--- config.mk ---
export PLATFORM = sky130hd
export DESIGN_NAME = link_reconnect_backoff_tracker_flat
export DESIGN_NICKNAME = d
export VERILOG_FILES = /design/src/hdl/lrbt_pkg.sv /design/src/hdl/lrbt_evt_if.sv /design/src/hdl/lrbt_rsp_if.sv /design/src/hdl/link_reconnect_backoff_tracker.sv /design/src/hdl/lrbt_ctrl.sv /design/src/hdl/lrbt_dp.sv /design/src/flat_wrapper.sv
export SDC_FILE = /design/constraint.sdc
export NUM_CORES = 1
export LEC_CHECK = 0
export ABC_AREA = 0
export CAP_MARGIN = 20
export CORE_AREA = 2 2 304 306
export CTS_BUF_LIST = sky130_fd_sc_hd__clkbuf_2 sky130_fd_sc_hd__clkbuf_4 sky130_fd_sc_hd__clkbuf_8
export DETAILED_ROUTE_END_ITERATION = 10
export DIE_AREA = 0 0 306 308
export DONT_BUFFER_PORTS = 1
export PLACE_DENSITY = 0.5
export SYNTH_ARGS = -nofsm -noshare
export SYNTH_HDL_FRONTEND = slang
export SYNTH_SLANG_ARGS = --single-unit
--- constraint.sdc ---
create_clock -name clk -period 17.54 [get_ports clk]
set_input_delay 2.631 -clock clk [delete_from_list [all_inputs] [get_ports clk]]
set_output_delay 2.631 -clock clk [all_outputs]
set_load 0.01 [all_outputs]
--- src/hdl/lrbt_pkg.sv ---
`timescale 1ns / 1ps
// ----------------------------------------------------------------------------
// lrbt_pkg
// shared widths, event codes, register indexes and control types for the
// link reconnect backoff tracker
// ----------------------------------------------------------------------------
package lrbt_pkg;

    localparam int OP_W    = 3;
    localparam int DATA_W  = 32;
    localparam int TIME_W  = 63;
    localparam int CFG_IDX_W = 1;

    localparam logic [OP_W-1:0] OP_START     = 3'd0;
    localparam logic [OP_W-1:0] OP_CONN_FAIL = 3'd1;
    localparam logic [OP_W-1:0] OP_AP_JOIN   = 3'd2;
    localparam logic [OP_W-1:0] OP_DISCONN   = 3'd3;
    localparam logic [OP_W-1:0] OP_GOT_ADDR  = 3'd4;
    localparam logic [OP_W-1:0] OP_LOST_ADDR = 3'd5;
    localparam logic [OP_W-1:0] OP_TIMEOUT   = 3'd6;

    localparam logic [CFG_IDX_W-1:0] CFG_BASE_DELAY = 1'd0;
    localparam logic [CFG_IDX_W-1:0] CFG_MAX_DELAY  = 1'd1;

    localparam logic [DATA_W-1:0] BASE_DELAY_RST = 32'd1000;
    localparam logic [DATA_W-1:0] MAX_DELAY_RST  = 32'd30000;

    localparam int MAX_SHIFT_DEF = 16;

    // restoring remainder, one quotient bit per cycle
    localparam int DIV_STEPS = DATA_W;
    localparam int DIV_CNT_W = $clog2(DIV_STEPS);

    typedef struct packed {
        logic accept;
        logic clamp;
        logic step;
        logic sum;
        logic load_out;
    } cmd_t;

    typedef struct packed {
        logic sched;
    } sts_t;

endpackage

--- src/hdl/lrbt_evt_if.sv ---
`timescale 1ns / 1ps
// ----------------------------------------------------------------------------
// lrbt_evt_if
// link event channel: valid/ready with event payload
// ----------------------------------------------------------------------------
interface lrbt_evt_if;
    logic                            valid;
    logic                            ready;
    logic [lrbt_pkg::OP_W-1:0]       op;
    logic                            connect_ok;
    logic [lrbt_pkg::DATA_W-1:0]     random_value;
    logic [lrbt_pkg::TIME_W-1:0]     now_us;

    modport source (output valid, output op, output connect_ok,
                    output random_value, output now_us, input ready);
    modport sink   (input valid, input op, input connect_ok,
                    input random_value, input now_us, output ready);
endinterface

--- src/hdl/lrbt_rsp_if.sv ---
`timescale 1ns / 1ps
// ----------------------------------------------------------------------------
// lrbt_rsp_if
// result channel: valid/ready with timer request and link status payload
// ----------------------------------------------------------------------------
interface lrbt_rsp_if;
    logic                            valid;
    logic                            ready;
    logic                            stop_timer;
    logic                            arm_timer;
    logic [lrbt_pkg::DATA_W-1:0]     retry_delay;
    logic                            link_up;
    logic                            has_address;
    logic                            degraded;
    logic [lrbt_pkg::DATA_W-1:0]     retries;
    logic [lrbt_pkg::DATA_W-1:0]     disconnects;
    logic [lrbt_pkg::TIME_W-1:0]     last_grant_us;

    modport source (output valid, output stop_timer, output arm_timer,
                    output retry_delay, output link_up, output has_address,
                    output degraded, output retries, output disconnects,
                    output last_grant_us, input ready);
    modport sink   (input valid, input stop_timer, input arm_timer,
                    input retry_delay, input link_up, input has_address,
                    input degraded, input retries, input disconnects,
                    input last_grant_us, output ready);
endinterface

--- src/hdl/link_reconnect_backoff_tracker.sv ---
`timescale 1ns / 1ps
// ----------------------------------------------------------------------------
// link_reconnect_backoff_tracker
// link status tracking with capped exponential reconnect backoff and jitter
//
//   port    dir   kind            contents
//   evt     in    valid/ready     op, connect_ok, random_value, now_us
//   rsp     out   valid/ready     timer request, delay, flags, counters, time
//   cfg_*   in    write enable    0 base_delay_ms, 1 max_delay_ms
//
// events without a reconnect: result loaded in S_DONE after the transfer, once the result slot is free
// reconnect events: result loaded after S_CLAMP, the 32-step jitter remainder in
// S_DIV and the jitter sum in S_SUM, then in S_DONE once the result slot is free
// one event in flight at a time; the next event is taken while a result waits
// reset restores base 1000 ms, max 30000 ms and clears all status
// ----------------------------------------------------------------------------
module link_reconnect_backoff_tracker
#(
    parameter int MAX_SHIFT = lrbt_pkg::MAX_SHIFT_DEF
)
(
    input  logic                               clk,
    input  logic                               rst_n,
    lrbt_evt_if.sink                           evt,
    lrbt_rsp_if.source                         rsp,
    input  logic                               cfg_we,
    input  logic [lrbt_pkg::CFG_IDX_W-1:0]     cfg_index,
    input  logic [lrbt_pkg::DATA_W-1:0]        cfg_data
);

    lrbt_pkg::cmd_t cmd;
    lrbt_pkg::sts_t sts;

    lrbt_ctrl u_ctrl
    (
        .clk       (clk),
        .rst_n     (rst_n),
        .evt_valid (evt.valid),
        .evt_ready (evt.ready),
        .rsp_valid (rsp.valid),
        .rsp_ready (rsp.ready),
        .sts       (sts),
        .cmd       (cmd)
    );

    lrbt_dp #(.MAX_SHIFT(MAX_SHIFT)) u_dp
    (
        .clk           (clk),
        .rst_n         (rst_n),
        .cfg_we        (cfg_we),
        .cfg_index     (cfg_index),
        .cfg_data      (cfg_data),
        .op            (evt.op),
        .connect_ok    (evt.connect_ok),
        .random_value  (evt.random_value),
        .now_us        (evt.now_us),
        .cmd           (cmd),
        .sts           (sts),
        .stop_timer    (rsp.stop_timer),
        .arm_timer     (rsp.arm_timer),
        .retry_delay   (rsp.retry_delay),
        .link_up       (rsp.link_up),
        .has_address   (rsp.has_address),
        .degraded      (rsp.degraded),
        .retries       (rsp.retries),
        .disconnects   (rsp.disconnects),
        .last_grant_us (rsp.last_grant_us)
    );

    a_single_event: assert property (@(posedge clk) disable iff (!rst_n)
        (evt.valid && evt.ready) |=> !evt.ready)
        else $error("event taken while another is in flight");

    a_arm_implies_stop: assert property (@(posedge clk) disable iff (!rst_n)
        (rsp.valid && rsp.arm_timer) |-> rsp.stop_timer)
        else $error("timer armed without stop");

    a_idle_delay_zero: assert property (@(posedge clk) disable iff (!rst_n)
        (rsp.valid && !rsp.arm_timer) |-> (rsp.retry_delay == '0))
        else $error("nonzero delay without arm");

    a_addr_needs_link: assert property (@(posedge clk) disable iff (!rst_n)
        (rsp.valid && rsp.has_address) |-> rsp.link_up)
        else $error("address held with link down");

endmodule

--- src/hdl/lrbt_ctrl.sv ---
`timescale 1ns / 1ps
// ----------------------------------------------------------------------------
// lrbt_ctrl
// sequencer: accept, clamp, remainder iterations, jitter sum, result load
// ----------------------------------------------------------------------------
module lrbt_ctrl
(
    input  logic             clk,
    input  logic             rst_n,
    input  logic             evt_valid,
    output logic             evt_ready,
    output logic             rsp_valid,
    input  logic             rsp_ready,
    input  lrbt_pkg::sts_t   sts,
    output lrbt_pkg::cmd_t   cmd
);

    localparam logic [2:0] S_IDLE  = 3'd0;
    localparam logic [2:0] S_CLAMP = 3'd1;
    localparam logic [2:0] S_DIV   = 3'd2;
    localparam logic [2:0] S_SUM   = 3'd3;
    localparam logic [2:0] S_DONE  = 3'd4;

    logic [2:0]                      state_reg, state_next;
    logic [lrbt_pkg::DIV_CNT_W-1:0]  cnt_reg, cnt_next;
    logic                            vld_reg, vld_next;
    logic                            slot_free;

    assign slot_free = !vld_reg || rsp_ready;
    assign evt_ready = (state_reg == S_IDLE);
    assign rsp_valid = vld_reg;

    always_comb
    begin
        state_next   = state_reg;
        cnt_next     = cnt_reg;
        cmd          = '0;
        case (state_reg)
            S_IDLE:
            begin
                if (evt_valid)
                begin
                    cmd.accept = 1'b1;
                    state_next = sts.sched ? S_CLAMP : S_DONE;
                end
            end
            S_CLAMP:
            begin
                cmd.clamp  = 1'b1;
                cnt_next   = lrbt_pkg::DIV_CNT_W'(lrbt_pkg::DIV_STEPS - 1);
                state_next = S_DIV;
            end
            S_DIV:
            begin
                cmd.step = 1'b1;
                cnt_next = cnt_reg - 1'b1;
                if (cnt_reg == '0)
                begin
                    state_next = S_SUM;
                end
            end
            S_SUM:
            begin
                cmd.sum    = 1'b1;
                state_next = S_DONE;
            end
            S_DONE:
            begin
                if (slot_free)
                begin
                    cmd.load_out = 1'b1;
                    state_next   = S_IDLE;
                end
            end
            default:
            begin
                state_next = S_IDLE;
            end
        endcase
    end

    always_comb
    begin
        vld_next = vld_reg;
        if (cmd.load_out)
        begin
            vld_next = 1'b1;
        end
        else if (rsp_ready)
        begin
            vld_next = 1'b0;
        end
    end

    always_ff @(posedge clk or negedge rst_n)
    begin
        if (!rst_n)
        begin
            state_reg <= S_IDLE;
            cnt_reg   <= '0;
            vld_reg   <= 1'b0;
        end
        else
        begin
            state_reg <= state_next;
            cnt_reg   <= cnt_next;
            vld_reg   <= vld_next;
        end
    end

endmodule

--- src/hdl/lrbt_dp.sv ---
`timescale 1ns / 1ps
// ----------------------------------------------------------------------------
// lrbt_dp
// link status state, config registers, backoff shift and clamp, iterative
// jitter remainder and result register
// ----------------------------------------------------------------------------
module lrbt_dp
#(
    parameter int MAX_SHIFT = lrbt_pkg::MAX_SHIFT_DEF
)
(
    input  logic                               clk,
    input  logic                               rst_n,
    input  logic                               cfg_we,
    input  logic [lrbt_pkg::CFG_IDX_W-1:0]     cfg_index,
    input  logic [lrbt_pkg::DATA_W-1:0]        cfg_data,
    input  logic [lrbt_pkg::OP_W-1:0]          op,
    input  logic                               connect_ok,
    input  logic [lrbt_pkg::DATA_W-1:0]        random_value,
    input  logic [lrbt_pkg::TIME_W-1:0]        now_us,
    input  lrbt_pkg::cmd_t                     cmd,
    output lrbt_pkg::sts_t                     sts,
    output logic                               stop_timer,
    output logic                               arm_timer,
    output logic [lrbt_pkg::DATA_W-1:0]        retry_delay,
    output logic                               link_up,
    output logic                               has_address,
    output logic                               degraded,
    output logic [lrbt_pkg::DATA_W-1:0]        retries,
    output logic [lrbt_pkg::DATA_W-1:0]        disconnects,
    output logic [lrbt_pkg::TIME_W-1:0]        last_grant_us
);

    localparam int DW   = lrbt_pkg::DATA_W;
    localparam int SH_W = $clog2(MAX_SHIFT + 1);
    localparam int D_W  = DW + MAX_SHIFT;
    localparam logic [DW-1:0] ALL_ONES = {DW{1'b1}};

    logic [DW-1:0]  base_reg, max_reg;
    logic           link_reg, addr_reg, degr_reg;
    logic [DW-1:0]  retry_reg, disc_reg;
    logic [lrbt_pkg::TIME_W-1:0] grant_reg;

    logic           stop_reg, arm_reg;
    logic [SH_W-1:0] sh_reg;
    logic [DW-1:0]  num_reg, rem_reg, dvs_reg, dly_reg;

    logic           o_stop_reg, o_arm_reg, o_link_reg, o_addr_reg, o_degr_reg;
    logic [DW-1:0]  o_dly_reg, o_retry_reg, o_disc_reg;
    logic [lrbt_pkg::TIME_W-1:0] o_grant_reg;

    logic [DW-1:0]  cap;
    logic [DW-1:0]  count_base;
    logic           sched;
    logic [DW-1:0]  retry_next;
    logic [D_W-1:0] shifted;
    logic [DW-1:0]  clamped;
    logic [DW-1:0]  trial;
    logic [DW:0]    jit_sum;

    assign cap = (max_reg < base_reg) ? base_reg : max_reg;

    assign sched = (op == lrbt_pkg::OP_CONN_FAIL) || (op == lrbt_pkg::OP_DISCONN) ||
                   ((op == lrbt_pkg::OP_START) && !connect_ok);
    assign sts.sched = sched;

    assign count_base = (op == lrbt_pkg::OP_START) ? '0 : retry_reg;

    always_comb
    begin
        retry_next = retry_reg;
        if (sched)
        begin
            retry_next = (count_base == ALL_ONES) ? count_base : count_base + 1'b1;
        end
        else if ((op == lrbt_pkg::OP_START) || (op == lrbt_pkg::OP_GOT_ADDR))
        begin
            retry_next = '0;
        end
    end

    assign shifted = {{MAX_SHIFT{1'b0}}, base_reg} << sh_reg;
    assign clamped = (shifted > {{MAX_SHIFT{1'b0}}, cap}) ? cap : shifted[DW-1:0];

    // remainder stays below 2^30, so the top bit of rem is never lost
    assign trial   = {rem_reg[DW-2:0], num_reg[DW-1]};
    assign jit_sum = {1'b0, dly_reg} + {1'b0, rem_reg};

    always_ff @(posedge clk or negedge rst_n)
    begin
        if (!rst_n)
        begin
            base_reg  <= lrbt_pkg::BASE_DELAY_RST;
            max_reg   <= lrbt_pkg::MAX_DELAY_RST;
            link_reg  <= 1'b0;
            addr_reg  <= 1'b0;
            degr_reg  <= 1'b0;
            retry_reg <= '0;
            disc_reg  <= '0;
            grant_reg <= '0;
        end
        else
        begin
            if (cfg_we)
            begin
                case (cfg_index)
                    lrbt_pkg::CFG_BASE_DELAY: base_reg <= cfg_data;
                    lrbt_pkg::CFG_MAX_DELAY:  max_reg  <= cfg_data;
                    default: ;
                endcase
            end
            if (cmd.accept)
            begin
                retry_reg <= retry_next;
                case (op)
                    lrbt_pkg::OP_AP_JOIN:
                    begin
                        link_reg <= 1'b1;
                    end
                    lrbt_pkg::OP_DISCONN:
                    begin
                        link_reg <= 1'b0;
                        addr_reg <= 1'b0;
                        degr_reg <= 1'b1;
                        if (disc_reg != ALL_ONES)
                        begin
                            disc_reg <= disc_reg + 1'b1;
                        end
                    end
                    lrbt_pkg::OP_GOT_ADDR:
                    begin
                        link_reg  <= 1'b1;
                        addr_reg  <= 1'b1;
                        degr_reg  <= 1'b0;
                        grant_reg <= now_us;
                    end
                    lrbt_pkg::OP_LOST_ADDR:
                    begin
                        addr_reg <= 1'b0;
                        degr_reg <= 1'b1;
                    end
                    lrbt_pkg::OP_TIMEOUT:
                    begin
                        if (!addr_reg)
                        begin
                            degr_reg <= 1'b1;
                        end
                    end
                    default: ;
                endcase
            end
        end
    end

    always_ff @(posedge clk)
    begin
        if (cmd.accept)
        begin
            stop_reg <= sched || (op == lrbt_pkg::OP_GOT_ADDR);
            arm_reg  <= sched;
            num_reg  <= random_value;
            sh_reg   <= (count_base > DW'(MAX_SHIFT)) ? SH_W'(MAX_SHIFT)
                                                      : count_base[SH_W-1:0];
            dly_reg  <= '0;
        end
        if (cmd.clamp)
        begin
            dly_reg <= clamped;
            dvs_reg <= {2'b00, clamped[DW-1:2]} + 1'b1;
            rem_reg <= '0;
        end
        if (cmd.step)
        begin
            rem_reg <= (trial >= dvs_reg) ? trial - dvs_reg : trial;
            num_reg <= {num_reg[DW-2:0], 1'b0};
        end
        if (cmd.sum)
        begin
            dly_reg <= (jit_sum > {1'b0, cap}) ? cap : jit_sum[DW-1:0];
        end
        if (cmd.load_out)
        begin
            o_stop_reg  <= stop_reg;
            o_arm_reg   <= arm_reg;
            o_dly_reg   <= dly_reg;
            o_link_reg  <= link_reg;
            o_addr_reg  <= addr_reg;
            o_degr_reg  <= degr_reg;
            o_retry_reg <= retry_reg;
            o_disc_reg  <= disc_reg;
            o_grant_reg <= grant_reg;
        end
    end

    assign stop_timer    = o_stop_reg;
    assign arm_timer     = o_arm_reg;
    assign retry_delay   = o_dly_reg;
    assign link_up       = o_link_reg;
    assign has_address   = o_addr_reg;
    assign degraded      = o_degr_reg;
    assign retries       = o_retry_reg;
    assign disconnects   = o_disc_reg;
    assign last_grant_us = o_grant_reg;

endmodule
--- src/flat_wrapper.sv ---
// flat-port wrapper written by rule: the top's interface ports become plain ports
module link_reconnect_backoff_tracker_flat 
#(
    parameter int MAX_SHIFT = lrbt_pkg::MAX_SHIFT_DEF
)
  (clk, rst_n, cfg_we, cfg_index, cfg_data, evt_valid, evt_op, evt_connect_ok, evt_random_value, evt_now_us, evt_ready, rsp_valid, rsp_stop_timer, rsp_arm_timer, rsp_retry_delay, rsp_link_up, rsp_has_address, rsp_degraded, rsp_retries, rsp_disconnects, rsp_last_grant_us, rsp_ready);
  lrbt_evt_if evt_i ();
  lrbt_rsp_if rsp_i ();
  input  logic clk;
  input  logic rst_n;
  input  logic cfg_we;
  input  logic [lrbt_pkg::CFG_IDX_W-1:0] cfg_index;
  input  logic [lrbt_pkg::DATA_W-1:0] cfg_data;
  input wire logic [$bits(evt_i.valid)-1:0] evt_valid;
  input wire logic [$bits(evt_i.op)-1:0] evt_op;
  input wire logic [$bits(evt_i.connect_ok)-1:0] evt_connect_ok;
  input wire logic [$bits(evt_i.random_value)-1:0] evt_random_value;
  input wire logic [$bits(evt_i.now_us)-1:0] evt_now_us;
  output wire logic [$bits(evt_i.ready)-1:0] evt_ready;
  output wire logic [$bits(rsp_i.valid)-1:0] rsp_valid;
  output wire logic [$bits(rsp_i.stop_timer)-1:0] rsp_stop_timer;
  output wire logic [$bits(rsp_i.arm_timer)-1:0] rsp_arm_timer;
  output wire logic [$bits(rsp_i.retry_delay)-1:0] rsp_retry_delay;
  output wire logic [$bits(rsp_i.link_up)-1:0] rsp_link_up;
  output wire logic [$bits(rsp_i.has_address)-1:0] rsp_has_address;
  output wire logic [$bits(rsp_i.degraded)-1:0] rsp_degraded;
  output wire logic [$bits(rsp_i.retries)-1:0] rsp_retries;
  output wire logic [$bits(rsp_i.disconnects)-1:0] rsp_disconnects;
  output wire logic [$bits(rsp_i.last_grant_us)-1:0] rsp_last_grant_us;
  input wire logic [$bits(rsp_i.ready)-1:0] rsp_ready;
  assign evt_i.valid = evt_valid;
  assign evt_i.op = evt_op;
  assign evt_i.connect_ok = evt_connect_ok;
  assign evt_i.random_value = evt_random_value;
  assign evt_i.now_us = evt_now_us;
  assign evt_ready = evt_i.ready;
  assign rsp_valid = rsp_i.valid;
  assign rsp_stop_timer = rsp_i.stop_timer;
  assign rsp_arm_timer = rsp_i.arm_timer;
  assign rsp_retry_delay = rsp_i.retry_delay;
  assign rsp_link_up = rsp_i.link_up;
  assign rsp_has_address = rsp_i.has_address;
  assign rsp_degraded = rsp_i.degraded;
  assign rsp_retries = rsp_i.retries;
  assign rsp_disconnects = rsp_i.disconnects;
  assign rsp_last_grant_us = rsp_i.last_grant_us;
  assign rsp_i.ready = rsp_ready;
  link_reconnect_backoff_tracker #(.MAX_SHIFT(MAX_SHIFT)) u_core (.clk(clk), .rst_n(rst_n), .evt(evt_i), .rsp(rsp_i), .cfg_we(cfg_we), .cfg_index(cfg_index), .cfg_data(cfg_data));
endmodule
==> results.sh <==
export IMPL_outcome="finished, final reports clean"
export IMPL_yosysMostFrequentCell="edfxtp_1"
export IMPL_placed_cells=3635
export IMPL_h_tree_depth=3
export IMPL_die_w_microns=306
export IMPL_crit_arrival_ns=7.93
export IMPL_path_buf_inv=3
export IMPL_cp_end_kind="flop"
export IMPL_area_growth_pct=11.3
export IMPL_critPathLaunchType="flop"
export IMPL_stdcell_count=3800
export IMPL_finalCritPeriodShare=0.427
export IMPL_antenna_found_initial=4
export IMPL_drive_gt1_frac=0.140
export IMPL_cts_path_max_buffers=3
export IMPL_finalSetupViolCount=0
export IMPL_hold_path_class="flop to flop"
export IMPL_cp_slowest_cell="nor4_1"
export IMPL_vias=20200
export IMPL_cp_required_ns=17.98
export IMPL_ys_warnings_count=0
export IMPL_synth_ff_type="edfxtp_1"
export IMPL_syn_area_per_cell_sq_um=11.1
export IMPL_cts_hold_buf=0
export IMPL_ys_seq_area_frac=0.501
export IMPL_total_power_mw=5.49
export IMPL_io_pins=303
export IMPL_firstDrtPassIters=6
export IMPL_tritoncts="yes"
export IMPL_synthesis_nets=2826
export IMPL_coreArea_sq_um=91000
export IMPL_syn_cell_area_sq_um=28000
export IMPL_grt_pass1_wl_microns=122000
export IMPL_grt_max_degree=204
export IMPL_synth_ff_latch_count=501
export IMPL_slew_violations=0
export IMPL_clk_latency_ns=0.73
export IMPL_postSynthCellCount=2526
export IMPL_cp_max_fo=81
export IMPL_fill_cells=8968
export IMPL_crit_type="flop to flop"
export IMPL_crit_family="simple AND/OR/NAND/NOR gates"
export IMPL_viasPerCell=5.32
export IMPL_cts_clk_slew_worst_paths_ns=0.06
export IMPL_synth_common_cells="edfxtp_1 (297), nand2_1 (216), dfrtp_1 (190)"
export IMPL_multiInputGateArea_sq_um=13100
export IMPL_seq_area_sq_um=14000
export IMPL_maxSlewHeadroom=0.309
export IMPL_skew_ns=0.0374
export IMPL_drc_errors=0
export IMPL_ys_types=92
export IMPL_first_iter_violations=1768
export IMPL_final_core_utilization=0.342
export IMPL_final_nets=2840
export IMPL_ys_async_sr_fraction=0.405
export IMPL_power_density_nw_per_um2=176
export IMPL_synth_top_area_share=0.319
export IMPL_fmax_ghz=0.133
export IMPL_grt_pass1_vias=19800
export IMPL_design_area_sq_um=31200
export IMPL_critPathMaxStageDelay_ns=0.84
export IMPL_max_cap_violations=0
export IMPL_post_drt_wl_per_cell_microns=21.2
export IMPL_place_area_sq_um=29200
export IMPL_postCtsSetupBuffers=0
export IMPL_gr_usage_all_layers=0.166
export IMPL_synth_largest_area_cell="edfxtp_1"
export IMPL_synth_edf_count=297
export IMPL_gr_total_overflow=0
export IMPL_cts_made_buffers=89
export IMPL_cp_cell_sequence="inv_1 -> ha_1 -> nand4_1 -> nor4_1 -> nand2_1 -> o211ai_1 -> a31oi_4 -> buf_4 -> mux2i_1 -> ha_1 -> a21o_1 -> a21o_1 -> a21oi_1 -> nor2_1 -> a211oi_1 -> nor2_1 -> a211oi_1 -> o2111ai_2 -> nand2_4 -> buf_4 -> mux2i_4 -> nand2_1 -> nor3b_1 -> xor2_1"
export IMPL_dpl_worst_slack_ns=9.94
export IMPL_wirelength_microns=80600
export IMPL_tightest_slew_ns=1.04
export IMPL_synthTopCellsByArea="edfxtp_1 (32%), dfrtp_1 (17%), ha_1 (7.2%)"
export IMPL_period_needed_ns=7.49
export IMPL_hpwl_microns=60100
export IMPL_gp_congestion=0.874
export IMPL_cts_repair_resized=0
export IMPL_postRouteAntennaNets=0
export IMPL_finalHoldViolCount=0
export IMPL_rsz0062_at_grt="false"
export IMPL_fp_dieArea_sq_um=94200
export IMPL_cts_root_buffer="clkbuf_8"
export IMPL_clkSinkCount=501
export IMPL_rows=111
export IMPL_holdWs_ns=0.416
export IMPL_timing_setup_tns_ns=0
export IMPL_fin_ws_ns=10.05
export IMPL_dieHeight_microns=308
export IMPL_io_buffers=0
export IMPL_initial_core_util=0.308
export IMPL_power_leakage_nw=12.6
export IMPL_ir_worst_vdd_uv=188
routing by layer:
layer,wire length (microns),global-route usage,up-vias
met5,37,0,-
met3,4690,0.0355,138
met2,38000,0.269,581
met4,2160,0.0552,6
met1,35800,0.221,10100
li1,-,-,9425
layout by cell type (no fill, tap or decap), types with 18 or more instances in the layout:
master    count
edfxtp_1    297
nand2_1     216
dfrtp_1     190
nor2_1      183
ha_1        161
o21ai_0     143
a21oi_1     141
mux2i_1     133
mux2_2      127
inv_1       117
clkbuf_8    105
xnor2_1      78
nand3_1      65
nand4_1      53
a21o_1       44
nor3_1       40
xor2_1       37
a22o_1       34
clkbuf_4     26
and3_1       25
nand2b_1     23
buf_4        23
a31oi_1      21
o21a_1       21
nor2b_1      20
and2_1       19
nor4_1       18
final cells by class:
cell class	instances	area share
Inverter	121	0.0146
Sequential cell	501	0.451
Tap cell	1186	0.0476
Antenna cell	3	0.000241
Clock inverter	31	0.00948
Clock buffer	131	0.0527
Multi-Input combinational cell	1804	0.419
Timing Repair Buffer	23	0.00554
logic make-up after synthesis:
kind of cell / Yosys count / synth area share
buf+inv: 221 / 0.0339
mux: 273 / 0.109
flops: 501 / 0.501
fa+ha+maj: 163 / 0.0734
xor+xnor: 115 / 0.0360
compound gates: 538 / 0.123
simple gates: 715 / 0.123
path summary, 6_finish.rpt:
kind	cells past startpoint	slack [ns]	from	end
hold / removal	0	0.42	u_core.u_dp.grant_reg[18]	u_core.u_dp.last_grant_us[18]
hold reg to reg	0	0.42	u_core.u_dp.grant_reg[18]	u_core.u_dp.last_grant_us[18]
min in group asynchronous	0	1.60	rst_n	u_core.u_dp.grant_reg[32]
max in group asynchronous	0	15.22	rst_n	u_core.u_dp.max_reg[6]
setup / recovery	24	10.05	u_core.u_dp.base_reg[26]	u_core.u_dp.dvs_reg[23]
setup reg to reg	24	10.05	u_core.u_dp.base_reg[26]	u_core.u_dp.dvs_reg[23]
power by group:
part	switching, mW	leakage, nW	internal [mW]
clock	0.518	1.03	0.653
combinational	1.42	6.21	0.914
sequential	0.282	5.37	1.70
No activity file was read; power rests on OpenSTA's default activity.
